==> src/design/aera_ram.sv <==
// Generic single write port, single read port RAM with registered read data.
`timescale 1ns / 1ps
module aera_ram #(
  parameter int WIDTH = 8,
  parameter int DEPTH = 2,
  localparam int AW = (DEPTH > 1) ? $clog2(DEPTH) : 1
) (
  input  logic             clk_i,
  input  logic             we_i,
  input  logic [AW-1:0]    waddr_i,
  input  logic [WIDTH-1:0] wdata_i,
  input  logic [AW-1:0]    raddr_i,
  output logic [WIDTH-1:0] rdata_o
);

  logic [WIDTH-1:0] mem_q [DEPTH];
  logic [WIDTH-1:0] rdata_q;

  always_ff @(posedge clk_i) begin
    if (we_i) begin
      mem_q[waddr_i] <= wdata_i;
    end
    rdata_q <= mem_q[raddr_i];
  end

  assign rdata_o = rdata_q;

endmodule

==> config.mk <==
export PLATFORM = sky130hd
export DESIGN_NAME = aera_ram
export DESIGN_NICKNAME = d
export VERILOG_FILES = /design/src/design/aera_ram.sv
export SDC_FILE = /design/constraint.sdc
export NUM_CORES = 1
export LEC_CHECK = 0
export BUFFER_PORTS_ARGS = -buffer_cell sky130_fd_sc_hd__buf_2
export CORE_MARGIN = 5
export CORE_UTILIZATION = 35
export DETAILED_ROUTE_END_ITERATION = 10
export MAX_ROUTING_LAYER = met4
export PLACE_DENSITY = 0.67
export SKIP_CTS_REPAIR_TIMING = 1
export SLEW_MARGIN = 20
export SYNTH_ARGS = -nofsm -noshare
export SYNTH_HDL_FRONTEND = slang
export SYNTH_SLANG_ARGS = --single-unit
==> constraint.sdc <==
create_clock -name clk_i -period 1 [get_ports clk_i]
set_clock_uncertainty 0.1 [all_clocks]
set_input_delay 0.05 -clock clk_i [delete_from_list [all_inputs] [get_ports clk_i]]
set_output_delay 0.05 -clock clk_i [all_outputs]
set_load 0.005 [all_outputs]
==> results.json <==
{
  "outcome": "finished clean",
  "die_w_um": 57.3,
  "synthSimpleGateAreaFrac_pct": 1.59,
  "cts_root_buffer": "clkbuf_4",
  "cts-buffers-inserted": 3,
  "rows": 17,
  "drcViolationCount": 0,
  "cts-htree-levels": 1,
  "max_freq_ghz": 1.13,
  "port_buffers": 19,
  "core_area_mm2": 0.00217,
  "drt_iter0_drc": 9,
  "critPathArrivalTime_ps": 740,
  "yosys.area.top_type": "edfxtp_1",
  "fp.dieArea_mm2": 0.00329,
  "nNetsFinal": 79,
  "ir_drop_mv": 0.897,
  "synth_seq_cells": 24,
  "wl_per_cell_um": 11.0,
  "synth_top_family_by_area": "multiplexers",
  "finalHoldViolCount": 0,
  "critPathMaxStageDelay_ps": 320,
  "rsz0062_at_grt": "false",
  "async_flop_share_pct": 0,
  "synth_ff_type": "edfxtp_1",
  "grt_max_degree": 15,
  "gp_congestion": 0.603,
  "critPathBufInv": 1,
  "ant_nets": 0,
  "synthCells": 35,
  "avgSynthCellArea_um2": 22.4,
  "finalSetupViolations": 0,
  "synth-compound-area-share_pct": 0,
  "min_period_over_period_pct": 88.7,
  "met2_usage_pct": 10.3,
  "syn_area_um2": 785,
  "grt_pass1_wl_um": 1550,
  "clock_latency_ps": 300,
  "top_usage_layer": "met2",
  "p_leak_nw": 0.429,
  "yosysMostFrequentCell": "edfxtp_1",
  "fin_util_pct": 48.1,
  "antenna_found_initial": 0,
  "ys_warn_count": 0,
  "hold_class": "primary input to flip-flop",
  "grt-ovfl-total": 0,
  "syn_nets": 47,
  "start_util_pct": 36.2,
  "drive_above_1_share_pct": 48.5,
  "period_needed_ps": 887,
  "fin_setup_tns_ps": 0,
  "cap_violations": 0,
  "drt_wl_total_um": 1040,
  "synthXorXnorAreaFrac_pct": 0,
  "synth_cell_type_count": 6,
  "path_clk_slew_ps": 120,
  "grt.met1_usage_pct": 7.01,
  "start_kind": "flip-flop",
  "track_usage_pct": 6.74,
  "cts_tree": "yes",
  "worst_pin_slew_ps": 344,
  "yosysSeqAreaShare_pct": 81.7,
  "ys_top_cells_by_count": "edfxtp_1 (16), dfxtp_1 (8), mux2_4 (8)",
  "cts.sinks": 24,
  "power.density_mw_per_mm2": 1900,
  "maxSlewViolCount": 0,
  "slew_headroom_pct": 77.1,
  "design.portCount": 20,
  "cpMaxStageDelayCell": "dfxtp_1",
  "fin_hold_ws_ps": 71.3,
  "synthMuxAreaShare_pct": 15.3,
  "synth_area_leaders": "edfxtp_1 (61%), dfxtp_1 (20%), mux2_4 (15%), buf_6 (1.4%), and2_1 (0.80%)",
  "use_met3_pct": 3.17,
  "synth-edff-count": 16,
  "worstSetupPathType": "flip-flop to primary output",
  "antennaDiodeCount": 0,
  "vias_per_cell": 4.01,
  "die_h_um": 57.3,
  "required_ps": 850,
  "fillers": 194,
  "critPathCaptureType": "primary output",
  "cts_buffer_depth": 2,
  "first_pass_iters": 3,
  "yosys.area_share.adder_pct": 0,
  "grt_pass1_vias": 364,
  "path_delay_family": "flip-flops",
  "synth.top_cell.area_share_pct": 61.2,
  "cp_max_fo": 1,
  "r2r_slack_ps": 140,
  "crit_chain": "buf_2",
  "syn_to_final_growth_pct": 33.0,
  "vias": 377
}
==> sequential cells by signal, summed over array words and instances, names as in the netlist <==
register  count
mem_q        16
rdata_o       8
==> power by group <==
part	switching, mW	internal (mW)	leakage (nW)
clock	0.268	0.405	0.0279
combinational	0.0528	0.102	0.184
sequential	0.0168	1.14	0.218
total	0.338	1.64	0.429
==> logic make-up after synthesis <==
logic type | count (synthesis)
buffers and inverters | 1
flip-flops | 24
multiplexers | 8
AND/OR/NAND/NOR | 2
==> area by class of cell <==
cell class	count	area, um2	share of cell area (%)
sequential	24	641	61.4
clock buffer	3	22.5	2.16
clock inverter	1	30.0	2.88
multi-input combinational	10	133	12.7
timing repair buffer	28	183	17.5
tap	28	35.0	3.36
==> layer usage <==
layer | wire (um) | part of all wire (%)
met5 | 0 | 0
met4 | 19 | 1.8
met3 | 83 | 8.0
met2 | 525 | 51
met1 | 406 | 39
==> cell usage in the layout (no fill, tap or decap), drive strengths merged <==
| master | n |
|---|---|
| and2 | 1 |
| buf | 20 |
| mux2 | 8 |
| nor2b | 1 |
| edfxtp | 16 |
| bufinv | 1 |
| dlygate4sd3 | 8 |
| dfxtp | 8 |
| clkbuf | 3 |
==> path summary, 6_finish.rpt <==
path,from,endpoint,cells after the start
setup / recovery,rdata_o[5],rdata_o[5],1
hold / removal,raddr_i,rdata_o[7],2
setup reg to reg,mem_q[0][1],rdata_o[1],1
hold reg to reg,mem_q[1][0],rdata_o[0],1
==> per-stage QoR <==
stage | cells | power, mW | setup slack (ps) | cell area [um2]
floorplan | 35 | 1.25 | 56.6 | 785
global placement | 82 | 1.30 | 103 | 911
CTS | 86 | 1.98 | 94.0 | 963
global route | 94 | 2.06 | 42.6 | 1040
finish | 94 | 1.98 | 113 | 1040
detailed placement | 82 | 1.31 | 75.0 | 911
No activity file was read; power rests on OpenSTA's default activity.
